<file path="src/sv/fpa_pkg.sv">
// ----------------------------------------------------------------------------
// fpa_pkg
// Types and constants shared by the fixed-point ALU modules.
// ----------------------------------------------------------------------------
package fpa_pkg;

    // command codes
    typedef enum logic [3:0] {
        CMD_ADD = 4'd0,
        CMD_SUB = 4'd1,
        CMD_MUL = 4'd2,
        CMD_DIV = 4'd3,
        CMD_GT  = 4'd4,
        CMD_LT  = 4'd5,
        CMD_GE  = 4'd6,
        CMD_LE  = 4'd7,
        CMD_EQ  = 4'd8,
        CMD_NE  = 4'd9,
        CMD_MIN = 4'd10,
        CMD_MAX = 4'd11
    } t_cmd;

    // status codes
    typedef enum logic [1:0] {
        ST_OK   = 2'd0,
        ST_OVF  = 2'd1,
        ST_DIVZ = 2'd2
    } t_status;

    // how the back end treats a queued item
    typedef enum logic [1:0] {
        KIND_DONE = 2'd0,
        KIND_MUL  = 2'd1,
        KIND_DIV  = 2'd2
    } t_kind;

    localparam int unsigned DIV_STEPS = 33;

    typedef struct packed {
        logic [3:0]         cmd;
        logic signed [31:0] operand_a;
        logic signed [31:0] operand_b;
    } t_in_item;

    typedef struct packed {
        logic signed [31:0] result_value;
        logic               compare_true;
        logic [1:0]         status;
    } t_out_item;

    // classified item handed from front to back
    typedef struct packed {
        t_kind       kind;
        logic [31:0] res;
        logic        cmp;
        t_status     st;
        logic        neg;
        logic [31:0] mag_a;
        logic [31:0] mag_b;
    } t_job;

endpackage

</file>
<file path="src/sv/fpa_front.sv">
// ----------------------------------------------------------------------------
// fpa_front
// Classifies an item and finishes the operations that need no multiply or divide.
// ----------------------------------------------------------------------------
module fpa_front (
    input  fpa_pkg::t_in_item i_item,
    output fpa_pkg::t_job     o_job
);
    import fpa_pkg::*;

    logic signed [32:0] w_sum;
    logic signed [32:0] w_diff;
    logic               w_gt;
    logic               w_eq;

    // wide sum and difference with one guard bit
    assign w_sum  = {i_item.operand_a[31], i_item.operand_a}
                  + {i_item.operand_b[31], i_item.operand_b};
    assign w_diff = {i_item.operand_a[31], i_item.operand_a}
                  - {i_item.operand_b[31], i_item.operand_b};
    assign w_gt   = i_item.operand_a > i_item.operand_b;
    assign w_eq   = i_item.operand_a == i_item.operand_b;

    always_comb begin
        o_job       = '0;
        o_job.kind  = KIND_DONE;
        o_job.st    = ST_OK;
        o_job.neg   = i_item.operand_a[31] ^ i_item.operand_b[31];
        // magnitudes, the most negative value maps to 2^31
        o_job.mag_a = i_item.operand_a[31] ? 32'(-i_item.operand_a) : i_item.operand_a;
        o_job.mag_b = i_item.operand_b[31] ? 32'(-i_item.operand_b) : i_item.operand_b;

        unique case (i_item.cmd)
            CMD_ADD: begin
                o_job.res = w_sum[31:0];
                if (w_sum[32] != w_sum[31]) begin
                    o_job.st  = ST_OVF;
                    o_job.res = w_sum[32] ? 32'h8000_0000 : 32'h7fff_ffff;
                end
            end
            CMD_SUB: begin
                o_job.res = w_diff[31:0];
                if (w_diff[32] != w_diff[31]) begin
                    o_job.st  = ST_OVF;
                    o_job.res = w_diff[32] ? 32'h8000_0000 : 32'h7fff_ffff;
                end
            end
            CMD_MUL: o_job.kind = KIND_MUL;
            CMD_DIV: begin
                if (i_item.operand_b == '0) begin
                    o_job.st = ST_DIVZ;
                    if (i_item.operand_a[31]) begin
                        o_job.res = 32'h8000_0000;
                    end else if (i_item.operand_a != '0) begin
                        o_job.res = 32'h7fff_ffff;
                    end
                end else begin
                    o_job.kind = KIND_DIV;
                end
            end
            CMD_GT:  o_job.cmp = w_gt;
            CMD_LT:  o_job.cmp = !w_gt && !w_eq;
            CMD_GE:  o_job.cmp = w_gt || w_eq;
            CMD_LE:  o_job.cmp = !w_gt;
            CMD_EQ:  o_job.cmp = w_eq;
            CMD_NE:  o_job.cmp = !w_eq;
            CMD_MIN: o_job.res = (w_gt || w_eq) ? i_item.operand_b : i_item.operand_a;
            CMD_MAX: o_job.res = (w_gt || w_eq) ? i_item.operand_a : i_item.operand_b;
            default: o_job.res = '0;
        endcase
    end

endmodule

</file>
<file path="config.mk">
export PLATFORM = sky130hd
export DESIGN_NAME = fpa_front
export DESIGN_NICKNAME = d
export VERILOG_FILES = /design/src/sv/fpa_pkg.sv /design/src/sv/fpa_front.sv
export SDC_FILE = /design/constraint.sdc
export NUM_CORES = 1
export LEC_CHECK = 0
export ABC_AREA = 0
export ABC_CLOCK_PERIOD_IN_PS = 5250
export BUFFER_PORTS_ARGS = -buffer_cell sky130_fd_sc_hd__buf_2
export CAP_MARGIN = 25
export CORE_ASPECT_RATIO = 0.8
export CORE_MARGIN = 2
export CORE_UTILIZATION = 56
export DETAILED_ROUTE_END_ITERATION = 10
export MAX_ROUTING_LAYER = met4
export PLACE_DENSITY = 0.85
export SYNTH_ARGS = -nofsm -noshare
export SYNTH_HDL_FRONTEND = slang
export SYNTH_SLANG_ARGS = --single-unit
</file>
<file path="constraint.sdc">
create_clock -name vclk -period 5.25
set_clock_uncertainty 0.05 [all_clocks]
set_input_delay 0.7875 -clock vclk [all_inputs]
set_output_delay 0.7875 -clock vclk [all_outputs]
set_load 0.02 [all_outputs]
</file>
## Yosys cells after proc, flatten, opt, wreduce, memory -nomap -nowiden

Cells that the tools add are included.
Widths: inputs -> output; s select.

| storage, ports and cells | value |
|---|---|
| word-level logic and storage cells | 46 |
| bits of input ports | 68 |
| output and inout bits | 102 |
| register bits | 0 |

| cells by class | value |
|---|---|
| equality and inequality tests | 14 |
| bitwise gates (word level) | 1 |
| mux-type cells | 19 |
| add/sub/neg operators | 4 |
| magnitude comparators | 1 |
| reductions and logical operators | 7 |

Operator list:

| kind | number |
|---|---|
| $mux 32 | 10 |
| $pmux 32 s5 | 1 |
| $neg 32->32 | 2 |
| $add 32x32->33 | 1 |
| $sub 32x32->33 | 1 |
| $eq 32x32->1 | 1 |
| $gt 32x32->1 | 1 |
| $logic_not 32->1 | 1 |
| $reduce_bool 32->1 | 1 |
| $mux 31 | 1 |
| $eq 4x3->1 const B | 4 |
| $eq 4x4->1 const B | 4 |
| $eq 4x2->1 const B | 2 |
| $pmux 1 s6 | 1 |
| $pmux 2 s3 | 1 |
| $eq 4x1->1 const B | 1 |
| $logic_not 4->1 | 1 |
| $mux 2 | 2 |
| $pmux 2 s2 | 1 |
| $logic_not 1->1 | 2 |
| $mux 1 | 2 |
| $ne 1x1->1 | 2 |
| $logic_and 1x1->1 | 1 |
| $logic_or 1x1->1 | 1 |
| $xor 1x1->1 | 1 |

## Longest topological paths before layout

| depth | value |
|---|---|
| word-level depth | 5 |
| mapped depth | 15 |
| mapped depth without buffers | 13 |

## Worst setup path after synthesis

No wires, ideal clock.

| path | value |
|---|---|
| path kind | in2out |
| from | input port i_item[11] (netlist bit) |
| to | output port o_job[77] (netlist bit) |
| stages on the path | 11 |
| data required time | 4,413 ps |
| path slack | 323 ps |
| data arrival time | 4,089 ps |
| path buffers | 2 |
| cell sequence | or4_1 > or3_4 > or4_4 > or3_4 > or4_4 > nor4_4 > o311a_1 > buf_6 > buf_6 > a21oi_1 > nand4b_1 |

RTL lines:

| element | line | text |
|---|---|---|
| from (decl) | fpa_front.sv:6 | `input fpa_pkg::t_in_item i_item,` |
| to (decl) | fpa_front.sv:7 | `output fpa_pkg::t_job o_job` |

==> flow_summary_export.csv <==
group,metric,value,unit
worst_setup_path,cp.required,4410,ps
global_routing,grt_max_degree,35,
global_routing,grt_overflow,0,
route,wire_per_inst,21.7,um
timing,timing.hold.ws,1840,ps
worst_setup_path,cp-end-kind,"output pin",
placement,dp_hpwl,23200,um
worst_setup_path,path_max_fanout,19,
yosys,synthTopCellsByArea,"xnor2_1 15%, ha_1 13%, o21ai_0 8.0%",
route,routed_wl,28400,um
yosys,synth_area,6210,um^2
global_routing,antenna_found_initial,0,
yosys,synth_xor_xnor_area_share,15.4,%
route,vias_per_cell,6.78,
job,drv_cap,0,
timing,setup_viol,0,
worst_hold_path,hold_class,"in -> out",
floorplanning,start_util,57.3,%
route,first_pass_iters,7,
yosys,synthCells,960,
floorplanning,die_area,12000,um^2
floorplanning,core,10800,um^2
final_layout,drive_above_1_share,25.2,%
yosys,syn_avg_cell_area,6.47,um^2
placement,place_area,7750,um^2
route,drt_iter0_drc,1307,
yosys,yosysSeqAreaShare,0,%
yosys,synth_top_family_by_area,"compound AO/OA/AOI/OAI gates",
yosys,synth_fp_nets,1096,
route,dr_total_vias,8887,
floorplanning,io_pins,170,
placement,place_congestion,1.15,
timing,drv_slew,0,
yosys,synth_top_area_share,14.5,%
yosys,synth_top_area_cell,"xnor2_1",
worst_hold_path,whs_path_depth,2,
final_layout,antenna_cells,0,
worst_hold_path,min_to,"o_job[0]",
floorplanning,row_count,34,
floorplanning,fp.dieW,122,um
clock_network,ctsHoldBuffers,0,
yosys,synth_fa_ha_area_share,13.9,%
final_layout,area.growth.synth_to_final,25.8,%
yosys,synth_compound_area_share,38.3,%
timing,clock.fmax,0.193,GHz
worst_setup_path,path_class,"in -> out",
outcome,status,"completed",
timing,tightest_slew,821,ps
global_routing,grt_pass1_vias,8028,
yosys,synth_cell_types,71,
floorplanning,die_h,98.2,um
final_layout,nFillCells,937,
placement,portBuffers,170,
global_routing,grt_usage,47.0,%
pwr,ir_worst_vdd,86.1,uV
timing,period_share,98.7,%
final_layout,stdcell_area,7820,um^2
timing,fin_crit,5180,ps
final_layout,seq_area,0,um^2
yosys,synth-simple-area-share,23.6,%
route,ant_nets,0,
worst_setup_path,critPathLaunchType,"input port",
final_layout,seq_cell_count,0,
worst_setup_path,cp_data_arrival_time,4340,ps
timing,slew_headroom,44.6,%
pwr,p_leak,3.56,nW
worst_hold_path,min-delay-start,"i_item[0]",
pwr,power_density,146,nW/um^2
final_layout,clkbuf_count,0,
yosys,synth_warnings,0,
final_layout,nNetsFinal,1304,
yosys,synth_mux_area_share,0.181,%
route,post-route-drc-count,0,
global_routing,grt_pass1_wl,43400,um
timing,final-hold-violation-count,0,
## worst max-delay path: stages
cell	delay (ps)
buf_2	180
inv_1	60
ha_1	470
nor4_1	340
o311ai_0	270
nand3_1	190
nand3_1	190
a211oi_1	400
o31ai_2	140
buf_4	150
a211oi_2	280
buf_4	340
o31a_1	240
nand4b_1	120
buf_2	160
## repair_timing
action / CTS / global route
setup endpoints to repair: 0 / 30
gates resized for setup: 0 / 14
buffers inserted: 0 / 1
## how the worst max path moves through the flow
stage	start	end	slack, ps
after global routing	i_item[10]	o_job[70]	-3
after floorplan	i_item[11]	o_job[77]	320
after detailed placement	i_item[10]	o_job[94]	40
final	i_item[7]	o_job[77]	70
after CTS	i_item[10]	o_job[94]	40
after global placement	i_item[10]	o_job[95]	120
## metrics by stage
step,setup TNS [ps],setup slack (ps),total power [mW],cells,utilization [%]
after floorplan,0,323,0.645,960,-
final,0,70.7,1.14,1310,72.1
after detailed placement,0,43.1,1.08,1309,71.5
after global routing,-3.29,-3.29,1.20,1310,72.1
after global placement,0,116,1.07,1309,71.5
after CTS,0,35.3,1.08,1309,71.5
## power by group
part	switching [mW]	internal, mW	total (mW)
Combinational	0.713	0.427	1.14
Clock	0	0	0
Sequential	0	0	0
Total	0.713	0.427	1.14
## synthesized netlist by cell type, types with 8 or more instances
cell	number
or3_1	8
ha_1	66
nand2_1	74
a31oi_1	10
or4_1	12
o21bai_1	16
inv_1	70
nand3_1	47
clkbuf_1	47
a21o_1	14
nand4_1	10
o21ai_0	99
and3_1	9
o31ai_1	32
a211oi_1	9
nor2b_1	12
nor2_1	46
o41ai_1	10
xnor2_1	103
o211ai_1	11
nor4_1	13
a21oi_1	82
nor3_1	25
a221oi_1	27
## kinds of logic (layout without fill, tap and decap cells)
logic type / count (synthesis) / in the layout
buf+inv: 134 / 340
xor+xnor: 109 / 109
simple gates: 286 / 286
fa+ha+maj: 68 / 68
mux: 1 / 1
compound gates: 362 / 362
## final cells by class
class	instances	area [um^2]	share of cell area (%)
multi-input combinational	826	5740	73.4
timing repair buffer	266	1620	20.7
inverter	74	278	3.55
tap	144	180	2.30
## metal layers
layer  share of wire (%)  vias up  global-route usage (%)  wire, um
met5                   0        -                       -         0
met4                 2.3        0                    9.28       644
met3                  19       78                    19.4      5340
met2                  38      735                    61.2     10800
met1                  41     4072                    66.8     11700
li1                    -     4002                       -         -
## placed cells by master, fill, tap and decap left out, types with 23 or more instances in the layout
cell,Yosys,routed
buf_4,2,92
a21oi_1,82,82
a221oi_1,27,26
nor2_1,46,46
nand2_1,74,74
ha_1,66,66
o31ai_1,32,30
xnor2_1,103,103
nor3_1,25,23
nand3_1,47,47
inv_1,70,70
buf_2,4,170
o21ai_0,99,99
(Power assumes the default switching activity.)
