### config.mk
export PLATFORM = sky130hd
export DESIGN_NAME = fpa_queue
export DESIGN_NICKNAME = d
export VERILOG_FILES = /design/src/sv/fpa_pkg.sv /design/src/sv/fpa_queue.sv
export SDC_FILE = /design/constraint.sdc
export NUM_CORES = 1
export LEC_CHECK = 0
export BUFFER_PORTS_ARGS = -buffer_cell sky130_fd_sc_hd__buf_2
export CAP_MARGIN = 20
export CORE_MARGIN = 10
export CORE_UTILIZATION = 40
export DETAILED_ROUTE_END_ITERATION = 8
export PLACE_DENSITY_LB_ADDON = 0.25
export SLEW_MARGIN = 10
export SYNTH_ARGS = -nofsm -noshare
export SYNTH_HDL_FRONTEND = slang
export SYNTH_SLANG_ARGS = --single-unit
### constraint.sdc
create_clock -name i_clk -period 5.4 [get_ports i_clk]
set_clock_uncertainty 0.15 [all_clocks]
set_input_delay 0.27 -clock i_clk [delete_from_list [all_inputs] [get_ports i_clk]]
set_output_delay 0.27 -clock i_clk [all_outputs]
set_load 0.05 [all_outputs]
### src/sv/fpa_pkg.sv
// ----------------------------------------------------------------------------
// fpa_pkg
// Types and constants shared by the fixed-point ALU modules.
// ----------------------------------------------------------------------------
package fpa_pkg;

    // command codes
    typedef enum logic [3:0] {
        CMD_ADD = 4'd0,
        CMD_SUB = 4'd1,
        CMD_MUL = 4'd2,
        CMD_DIV = 4'd3,
        CMD_GT  = 4'd4,
        CMD_LT  = 4'd5,
        CMD_GE  = 4'd6,
        CMD_LE  = 4'd7,
        CMD_EQ  = 4'd8,
        CMD_NE  = 4'd9,
        CMD_MIN = 4'd10,
        CMD_MAX = 4'd11
    } t_cmd;

    // status codes
    typedef enum logic [1:0] {
        ST_OK   = 2'd0,
        ST_OVF  = 2'd1,
        ST_DIVZ = 2'd2
    } t_status;

    // how the back end treats a queued item
    typedef enum logic [1:0] {
        KIND_DONE = 2'd0,
        KIND_MUL  = 2'd1,
        KIND_DIV  = 2'd2
    } t_kind;

    localparam int unsigned DIV_STEPS = 33;

    typedef struct packed {
        logic [3:0]         cmd;
        logic signed [31:0] operand_a;
        logic signed [31:0] operand_b;
    } t_in_item;

    typedef struct packed {
        logic signed [31:0] result_value;
        logic               compare_true;
        logic [1:0]         status;
    } t_out_item;

    // classified item handed from front to back
    typedef struct packed {
        t_kind       kind;
        logic [31:0] res;
        logic        cmp;
        t_status     st;
        logic        neg;
        logic [31:0] mag_a;
        logic [31:0] mag_b;
    } t_job;

endpackage

### src/sv/fpa_queue.sv
// ----------------------------------------------------------------------------
// fpa_queue
// Short queue between the front and the back end.
// ----------------------------------------------------------------------------
module fpa_queue (
    input  logic          i_clk,
    input  logic          i_rst_n,
    input  logic          i_push,
    input  fpa_pkg::t_job i_job,
    output logic          o_full,
    input  logic          i_pop,
    output logic          o_empty,
    output fpa_pkg::t_job o_job
);
    import fpa_pkg::*;

    t_job       r_mem [4];
    logic [1:0] r_wr;
    logic [1:0] r_rd;
    logic [2:0] r_count;
    logic [2:0] n_count;

    assign o_full  = r_count == 3'd4;
    assign o_empty = r_count == 3'd0;
    assign o_job   = r_mem[r_rd];

    always_comb begin
        n_count = r_count;
        if (i_push && !i_pop) begin
            n_count = r_count + 3'd1;
        end else if (!i_push && i_pop) begin
            n_count = r_count - 3'd1;
        end
    end

    // storage
    always_ff @(posedge i_clk) begin
        if (i_push) begin
            r_mem[r_wr] <= i_job;
        end
    end

    // pointers and fill level
    always_ff @(posedge i_clk) begin
        if (!i_rst_n) begin
            r_wr    <= '0;
            r_rd    <= '0;
            r_count <= '0;
        end else begin
            if (i_push) begin
                r_wr <= r_wr + 2'd1;
            end
            if (i_pop) begin
                r_rd <= r_rd + 2'd1;
            end
            r_count <= n_count;
        end
    end

endmodule

Word-level counts from Yosys, hierarchy flattened
Memories as Yosys holds them, arrays and structs flattened. A register that Yosys moved wholly into a read port is not among the register bits.
Index checks and enable logic that the tools add are counted.
W data, S select, Z words.
{ "word_totals": {"inputBits": 106, "ramBits": 408, "ff_bits": 7, "out_inout_bits": 104, "word_cells": 21, "memories": 1} }
{ "mem_list": {"columns": ["name", "words", "word_bits", "rd", "rd_clocked_by_memory_dff", "wr", "line", "rtl"], "rows": [
  ["r_mem", 4, 102, 1, 1, 1, "fpa_queue.sv:17", "t_job r_mem [4];"]
]} }
{ "classes": {"reduce_logical": 6, "mux": 6, "n_eq_ne": 1, "add_sub_neg": 4} }
{ "ops": {"columns": ["operator", "count"], "rows": [
  ["$mux W3", 2],
  ["$add A2 B1 Y2 const B", 2],
  ["$mux W2", 2],
  ["$add A3 B1 Y3 const B", 1],
  ["$eq A3 B3 Y1 const B", 1],
  ["$logic_not A3 Y1", 1],
  ["$sub A3 B1 Y3 const B", 1],
  ["$logic_and A1 B1 Y1", 2],
  ["$logic_not A1 Y1", 2],
  ["$mux W1", 2],
  ["$reduce_bool A2 Y1", 1]
]} }

Logic depth before layout (Yosys ltp)
{ "logic_depth": {"ltp_word": 4, "ltp_mapped": 7, "mapped_depth_nobuf": 7} }

Worst setup path before layout
OpenSTA, ideal clock, no wires.
{ "synth_path": {"path_kind": "register to register", "startpoint": "reg r_wr[0]", "endpoint": "mem r_mem[0][0] in the netlist's numbering, enable pin", "setup_ns": 0.472, "t_required_ns": 4.778, "t_arrival_ns": 2.897, "slack_ns": 1.881, "path_stages_with_launch": 4, "n_path_buf": 0, "cell_sequence": "dfxtp_1 -> inv_1 -> ha_1 -> and2_1"} }
{ "synth_rtl": {"columns": ["item", "line", "rtl"], "rows": [
  ["start, declared", "fpa_queue.sv:18", "logic [1:0] r_wr;"],
  ["start signal, assigned", "fpa_queue.sv:51", "r_wr <= r_wr + 2'd1;"],
  ["end, declared", "fpa_queue.sv:17", null]
]} }
Straight into the memory's write port.

==> flow_summary_export.csv <==
group,metric,value,unit
status,outcome,"finished, final reports clean",
finish,fin_nets,1035,
die,rows,71,
worst_hold_path,hp-class,"primary input to flip-flop",
timing,fmax,311,MHz
placement,place_congestion,0.665,
logic_synthesis,syn-instance-count,575,
logic_synthesis,synth_top_family_by_area,"multiplexers",
logic_synthesis,async_flop_share,0,
cts,clk_latency,0.55,ns
timing,fin_ws,2.18,ns
logic_synthesis,synth_area,15200,um2
logic_synthesis,synth_common_cells,"edfxtp_1, mux4_2, buf_2",
cts,cts-htree-levels,2,
drt,wl_met2,15000,um
logic_synthesis,yosys.cell_types.count,20,
critical_path,endpoint_kind,"output pin",
drt,viasPerCell,4.82,
timing,fin_crit,3.22,ns
logic_synthesis,synthMuxAreaShare,0.153,
logic_synthesis,synth_edf_count,408,
power_and_ir_drop,swShare,0.248,
finish,antenna_cells,0,
logic_synthesis,synth.yosys.seq_area_share,0.820,
logic_synthesis,avgSynthCellArea,26.4,um2
critical_path,path_cells,"buf_4, mux4_2, buf_2",
power_and_ir_drop,report.power.total,0.00796,W
critical_path,max_stage_delay,0.90,ns
timing,worst_slew_pin_slew,0.929,ns
timing,hold_viol,0,
timing,setup_tns,0,ns
cts,cts_tree,"done",
placement,place_ws,2.63,ns
drt,route.met3.wl,2050,um
critical_path,crit_type,"flip-flop to output pin",
critical_path,critPathBufInv,2,
cts,cts_made_buffers,44,
finish,nFillCells,2967,
timing,rsz0062_at_grt,"false",
placement,post-dp-hpwl,18400,um
logic_synthesis,yosys.area.top_type,"edfxtp_1",
critical_path,crit_fanout,40,
grt,grt_max_degree,58,
die,die_h,215,um
logic_synthesis,yosysMostFrequentCell,"edfxtp_1",
critical_path,cp_slowest_cell,"dfxtp_4",
timing,report.final.slew_viol_count,0,
power_and_ir_drop,p_leak,6.56,nW
drt,wl_per_cell,20.8,um
cts,cts-root-buf,"clkbuf_16",
logic_synthesis,synth_compound_area_frac,0.000825,
power_and_ir_drop,p_per_area,411,nW/um2
cts,postCtsHoldBufs,105,
power_and_ir_drop,vdd_drop_max,0.289,mV
cts,clkTransAtPathRegs,0.06,ns
cts,cts_setup_buffers,0,
grt,grtUsageTotal,0.135,
grt,grt_overflow,0,
power_and_ir_drop,p_int,0.00598,W
timing,relSlewSlack,0.381,
drt,via_count,7081,
logic_synthesis,yosys_warnings,0,
power_and_ir_drop,power_frac_clock,0.388,
finish,drive_gt1_frac,0.405,
placement,dpl_cell_area,16800,um2
logic_synthesis,synth-seq-cells,417,
cts,cts.repair.resized,0,
cts,clk_path_buf_depth,3,
logic_synthesis,syn_nets,687,
finish,area_growth,27.7,%
logic_synthesis,synth_ff_type,"edfxtp_1",
critical_path,cp_top_family,"flip-flops",
timing,post-route-period-util,0.596,
finish,seq_area,12400,um2
logic_synthesis,synthAdderAreaFrac,0.00545,
critical_path,cp.arrival,2.80,ns
power_and_ir_drop,switching_power,0.00197,W
drt,dr.pass1.iters,4,
finish,design_area,19400,um2
power_and_ir_drop,combPwrFrac,0.137,
grt,grt_pass1_wl,48000,um
die,num_io_pins,210,
logic_synthesis,yosys.area_share.simple,0.00603,
drt,highest_layer,"met4",
timing,finalSetupViolations,0,
grt,grt_pass1_vias,7914,
critical_path,required,4.98,ns
die,core,37500,um2
logic_synthesis,synth-xor-area-share,0.00289,
cts,cts.sinks,417,
die,initial_utilization,0.404,
logic_synthesis,netlist.area_leader.share,0.808,
logic_synthesis,netlist_top_cells_area,"edfxtp_1, mux4_2, dfxtp_1",
finish,multi_input_area,2560,um2
grt,antenna_found_initial,0,
die,die_w,215,um
power_and_ir_drop,seq_power_share,0.474,
placement,portBuffers,209,
die,die_area,46100,um2
drt,drt_iter0_drc,475,
drt,wirelength,30600,um
drt,met1Wirelength,13100,um
drt,drc_errors,0,
run,max_cap_violations,0,
drt,postRouteAntennaNets,0,
critical_path,start_kind,"flip-flop",
## worst reg2reg max path, cell delays in order, from the launching register on
cell and delay [ns]:
dfxtp_1 0.35, inv_1 0.09, ha_1 0.14, and2_4 0.74, buf_4 0.63
## metrics by stage
step	hold WS, ns	cells	utilization
after floorplan	0.219	575	-
after global placement	0.335	1283	0.448
after detailed placement	0.336	1283	0.448
after CTS	0.266	1470	0.516
after global routing	0.290	1470	0.516
final	0.310	1470	0.516
## layout make-up
type / instances / share of cell area
timing repair buffer: 324 / 0.114
inverter: 4 / 0.000775
clock inverter: 22 / 0.0149
multi-input combinational: 132 / 0.132
clock buffer: 60 / 0.0626
sequential: 417 / 0.642
tap: 511 / 0.0330
## power by group through the flow
stage / clock network (W) / logic, W / registers (W)
3_5_place_dp: 0 / 0.00105 / 0.00385
2_1_floorplan: 0 / 0.000790 / 0.00382
4_1_cts: 0.00318 / 0.00112 / 0.00378
6_report: 0.00309 / 0.00109 / 0.00378
5_1_grt: 0.00333 / 0.00116 / 0.00379
3_3_place_gp: 0 / 0.00105 / 0.00384
## metal layers
layer / global-route usage / up-vias
li1: - / 3181
met3: 0.0464 / 39
met5: 0 / -
met2: 0.217 / 203
met1: 0.172 / 3658
met4: 0.0324 / 0
## cell usage in the layout, fill, tap and decap left out
cell type | synthesis | final
nor3b_1 | 1 | 1
or3_1 | 1 | 1
buf_2 | 10 | 209
clkinv_2 | 0 | 2
dfxtp_1 | 9 | 7
ha_1 | 5 | 5
inv_1 | 4 | 4
clkbuf_1 | 3 | 12
mux2i_1 | 2 | 2
nor3_1 | 1 | 1
dlygate4sd3_1 | 0 | 105
clkinv_1 | 0 | 9
dfxtp_4 | 0 | 2
mux4_2 | 102 | 102
edfxtp_1 | 408 | 408
clkbuf_16 | 0 | 45
and2_1 | 9 | 5
buf_4 | 0 | 7
buf_12 | 0 | 3
and2_4 | 0 | 4
nand2_1 | 1 | 1
xnor2_1 | 2 | 2
clkinv_4 | 0 | 1
bufinv_16 | 0 | 7
a21boi_0 | 1 | 1
o21ai_0 | 1 | 1
fa_1 | 1 | 1
clkbuf_8 | 0 | 3
clkinvlp_4 | 0 | 1
inv_6 | 0 | 2
nor2b_1 | 2 | 2
xor2_1 | 3 | 3
## state kept, by name, indices dropped and copies added (netlist names), named ones only
| name | cells |
|---|---|
| r_mem | 408 |
| r_count | 3 |
| r_rd | 2 |
| r_wr | 2 |
## cell families after synthesis
logic type,count (synthesis)
flops,417
mux,104
compound gates,2
xor+xnor,5
simple gates,15
buf+inv,26
fa+ha+maj,6
## worst paths after layout
| kind | endpoint | cells after the start | startpoint | slack (ns) |
|---|---|---|---|---|
| worst max-delay path | o_job[61] | 3 | flip-flop | 2.18 |
| worst min-delay path | r_mem[3][100]$_DFFE_PP_ | 2 | i_job[100] | 0.31 |
| worst max register to register | r_mem[0][41]$_DFFE_PP_ | 4 | r_wr[0]$_SDFFE_PN0P_ | 2.91 |
| worst min register to register | r_count[2]$_SDFFE_PN0P_ | 2 | r_count[2]$_SDFFE_PN0P_ | 0.35 |
(Power assumes the default switching activity.)
